$ cat src/rtl/core/ralu_pkg.sv
// Shared types and constants for the rational ALU.
package ralu_pkg;

	localparam int WORD_BITS = 32;
	localparam int PROD_BITS = 64;
	localparam logic [PROD_BITS-1:0] RES_LIM = PROD_BITS'(1) << (WORD_BITS - 1);

	localparam logic [2:0] MODE_ADD = 3'd0;
	localparam logic [2:0] MODE_SUB = 3'd1;
	localparam logic [2:0] MODE_MUL = 3'd2;
	localparam logic [2:0] MODE_DIV = 3'd3;
	localparam logic [2:0] MODE_EQ  = 3'd4;
	localparam logic [2:0] MODE_LT  = 3'd5;

	localparam logic [1:0] ST_OK   = 2'd0;
	localparam logic [1:0] ST_DIV0 = 2'd1;
	localparam logic [1:0] ST_OVF  = 2'd2;

	typedef enum logic [3:0] {
		CMD_NONE,
		CMD_LOAD,
		CMD_MUL_A,
		CMD_MUL_B,
		CMD_MUL_C,
		CMD_COMBINE,
		CMD_GCD,
		CMD_GCD_END,
		CMD_DIV,
		CMD_FINISH
	} cmd_t;

	typedef struct packed {
		logic arith;
		logic zero;
		logic gcd_done;
		logic div_last;
	} sts_t;

endpackage

$ cat src/rtl/core/ralu_ctrl.sv
// Controller state machine sequencing multiply, gcd, divide and finish.
module ralu_ctrl (
	input  logic           clk,
	input  logic           arst_n,
	input  logic           start,
	output logic           busy,
	output logic           done,
	output ralu_pkg::cmd_t cmd,
	input  ralu_pkg::sts_t sts
);
	import ralu_pkg::*;

	typedef enum logic [3:0] {
		S_IDLE, S_MUL_A, S_MUL_B, S_MUL_C, S_COMB, S_GCD, S_GEND, S_DIV, S_FIN
	} state_t;

	state_t state_q;

	always_comb begin
		case (state_q)
			S_IDLE:  cmd = start ? CMD_LOAD : CMD_NONE;
			S_MUL_A: cmd = CMD_MUL_A;
			S_MUL_B: cmd = CMD_MUL_B;
			S_MUL_C: cmd = CMD_MUL_C;
			S_COMB:  cmd = CMD_COMBINE;
			S_GCD:   cmd = (!sts.arith || sts.zero) ? CMD_NONE :
			               (sts.gcd_done ? CMD_NONE : CMD_GCD);
			S_GEND:  cmd = CMD_GCD_END;
			S_DIV:   cmd = CMD_DIV;
			S_FIN:   cmd = CMD_FINISH;
			default: cmd = CMD_NONE;
		endcase
	end

	always_ff @(posedge clk or negedge arst_n) begin
		if (!arst_n) begin
			state_q <= S_IDLE;
			busy    <= 1'b0;
			done    <= 1'b0;
		end else begin
			done <= 1'b0;
			case (state_q)
				S_IDLE: if (start) begin
					state_q <= S_MUL_A;
					busy    <= 1'b1;
				end
				S_MUL_A: state_q <= S_MUL_B;
				S_MUL_B: state_q <= S_MUL_C;
				S_MUL_C: state_q <= S_COMB;
				S_COMB:  state_q <= S_GCD;
				S_GCD: begin
					if (!sts.arith || sts.zero) state_q <= S_FIN;
					else if (sts.gcd_done)      state_q <= S_GEND;
				end
				S_GEND: state_q <= S_DIV;
				S_DIV:  if (sts.div_last) state_q <= S_FIN;
				S_FIN: begin
					state_q <= S_IDLE;
					busy    <= 1'b0;
					done    <= 1'b1;
				end
				default: state_q <= S_IDLE;
			endcase
		end
	end

	a_done_idle: assert property (@(posedge clk) disable iff (!arst_n) done |-> !busy)
		else $error("result strobe while busy");
	a_accept_busy: assert property (@(posedge clk) disable iff (!arst_n)
		(start && !busy) |=> busy) else $error("item accepted but not busy");
	a_done_pulse: assert property (@(posedge clk) disable iff (!arst_n) done |=> !done)
		else $error("result strobe longer than one cycle");
	a_fin_done: assert property (@(posedge clk) disable iff (!arst_n)
		(state_q == S_FIN) |=> done) else $error("finish without strobe");

endmodule

$ cat config.mk
export PLATFORM = sky130hd
export DESIGN_NAME = ralu_ctrl
export DESIGN_NICKNAME = d
export VERILOG_FILES = /design/src/rtl/core/ralu_pkg.sv /design/src/rtl/core/ralu_ctrl.sv
export SDC_FILE = /design/constraint.sdc
export NUM_CORES = 1
export LEC_CHECK = 0
export BUFFER_PORTS_ARGS = -buffer_cell sky130_fd_sc_hd__buf_2
export CORE_AREA = 2 2 39 41
export CTS_CLUSTER_DIAMETER = 100
export DETAILED_ROUTE_END_ITERATION = 8
export DIE_AREA = 0 0 41 43
export GPL_ROUTABILITY_DRIVEN = 1
export GPL_TIMING_DRIVEN = 0
export SKIP_CTS_REPAIR_TIMING = 1
export SYNTH_ARGS = -nofsm -noshare
export SYNTH_HDL_FRONTEND = slang
export SYNTH_SLANG_ARGS = --single-unit
export TNS_END_PERCENT = 50
$ cat constraint.sdc
create_clock -name clk -period 1.4 [get_ports clk]
set_clock_uncertainty 0.1 [all_clocks]
set_input_delay 0.14 -clock clk [delete_from_list [all_inputs] [get_ports clk]]
set_output_delay 0.14 -clock clk [all_outputs]
set_load 0.05 [all_outputs]
==> metrics <==
Post-DP HPWL=630 um; Global Route met2 Usage=15.6%; Synth area leader=dfrtp_1; syn_nets=52; Die ar.=1760 um^2; sequential share of the synthesized area=37.7%; outcome=complete, but fails checks; largest net degree at the start of global routing=11; via count=398; layout cells sized above 1=40.6%; Synth top area share=37.7%; Max Cap Viol=0; antenna fix cells=0; Port Buffers=12; CTS tree=done; most frequent cell on the critical path=buf_6; #FFs+latches synth=6; Worst EP arrival=1.56 ns; ANT nets after route=0; Nets=73; pre-CTS setup slack=-0.274 ns; Post-synth EDFFs=0; Initial Util=28.8%; prevailing post-synth register cell=dfrtp_1; first drt pass iteration count=4; wire length per cell=11.0 um; Netlist cell types=26; GP Congestion=0.770; synthesized area=398 um^2; CTS Buffer Depth=2; RSZ-0062 raised after global routing=yes; Die X=41 um; crit-path max FO=10; Die Y=43 um; Worst-path clk slew=0.04 ns; initial antenna violation count=0; commonest non-fill, non-tap cell in the layout=buf_2; Sink Count=6; CP Launch Type=flop; core area=1380 um^2; number of synthesis warnings=0; CP peak stage delay=0.36 ns; Iteration-0 DRC Markers=8; clock insertion delay at the later pin of the skew report=0.24 ns; worst path required time=1.16 ns; pwr/cell area=2490 nW/um^2; fill count=147; vias per cell=4.98; hold_ws=0.0436 ns; Syn Area/Cell=8.84 um^2; global-route wire length before repair=1.48 mm; fmax=555 MHz; Worst VDD drop=0.000958 V; CP endpoint kind=output port; crit path time final=1.80 ns; Synth area leaders=dfrtp_1 38%, nor3b_4 4.7%, a21oi_1 3.8%; Crit-path slowest cell=dfrtp_1; GRT Max-Usage Layer=met1; worst slew pin tran=0.308 ns; crit share post-route=129%; leakage power=0.264 nW; M3 GR Usage=3.14%; Synth-to-Final Area Change=42.5%; Rows=14; GRT Residual Overflow=0; Global Route Usage Sum=12.3%; type of the tightest min-delay check=in -> reg; Fin. Hold Viols=0; number of global-route vias before repair=331; final WL=883 um; GR Layer Usage met1=18.6%; violated checks=setup timing; critical path, cell by cell=buf_6 -> nor3b_4 -> nand2b_2 -> a311oi_4 -> buf_6; Root Driver=clkbuf_4; Final Instance Area=567 um^2; Finish-stage setup viols=4; DR DRC count=0; async set or reset register ratio after synthesis=100%; Post-Syn Instances=45; # H-tree levels=1; WS Path Type=reg -> out; slew margin rel.=79.5%; total CTS buffers=3; Final Worst Setup Slack=-0.403 ns; I/O pin cnt=13; Placed Area=494 um^2; final max-slew violation count=0; commonest non-fill, non-tap cells in the layout=10 x buf_2, 6 x dfrtp_1, 5 x clkbuf_4, 4 x inv_1
[synth_stat cells (2+ instances only)]
cell     n
buf_2    2
nand3_1  3
a21oi_1  3
nor2_1   3
inv_1    4
nand2_1  3
dfrtp_1  6
o21ai_0  3
[layer usage]
metal	routed length, um	share of wire (%)
met4	0	0
met2	436	49
met3	45	5.1
met1	401	45
met5	0	0
[cell type report]
class	count	area, um^2	area share [%]
buffer	3	23.8	4.19
tap	16	20.0	3.53
sequential	6	150	26.5
clock buffer	3	22.5	3.97
timing repair buffer	16	108	19.0
multi-input combinational	32	228	40.2
inverter	4	15.0	2.65
[path summary, 6_finish.rpt]
path / start / endpoint / slack (ns) / depth (start not counted)
max: state_q[1] / cmd[2] / -0.40 / 5
max reg2reg: state_q[1] / state_q[2] / 0.12 / 5
max in group asynchronous: arst_n / state_q[1] / 0.90 / 2
min in group asynchronous: arst_n / done / 0.15 / 2
min: sts[1] / state_q[0] / 0.04 / 2
min reg2reg: busy / busy / 0.39 / 2
[registers in the layout, summed over array words and instances (netlist names)]
register / flops
state_q: 4
busy: 1
done: 1
[report_power, final]
group / internal [mW] / leakage, nW / switching, mW
registers: 0.236 / 0.0746 / 0.0364
clock network: 0.0964 / 0.0138 / 0.0548
logic: 0.356 / 0.175 / 0.631
total: 0.688 / 0.264 / 0.722
[worst max-delay path: cells and delay by family, from the launching register on]
kind                   cells  cell delay [ns]
buffers and inverters      2             0.33
and+or+nand+nor            2             0.36
AOI/OAI and AO/OA          1             0.26
DFF                        1             0.36
[through the flow]
stage / instances / power [mW] / util (%) / setup TNS [ns]
after floorplan: 45 / 1.01 / - / -0.698
after global placement: 73 / 1.17 / 35.7 / -0.388
after detailed placement: 73 / 1.17 / 35.7 / -0.402
after CTS: 76 / 1.34 / 37.3 / -1.40
after global routing: 80 / 1.52 / 41.0 / -1.53
final: 80 / 1.41 / 41.0 / -1.14
[kinds of logic after synthesis]
logic type,Yosys count,synth area share (%)
and+or+nand+nor,18,28.0
DFF,6,37.7
AOI/OAI and AO/OA,14,25.2
buffers and inverters,7,9.12
No activity file was read; power rests on OpenSTA's default activity.
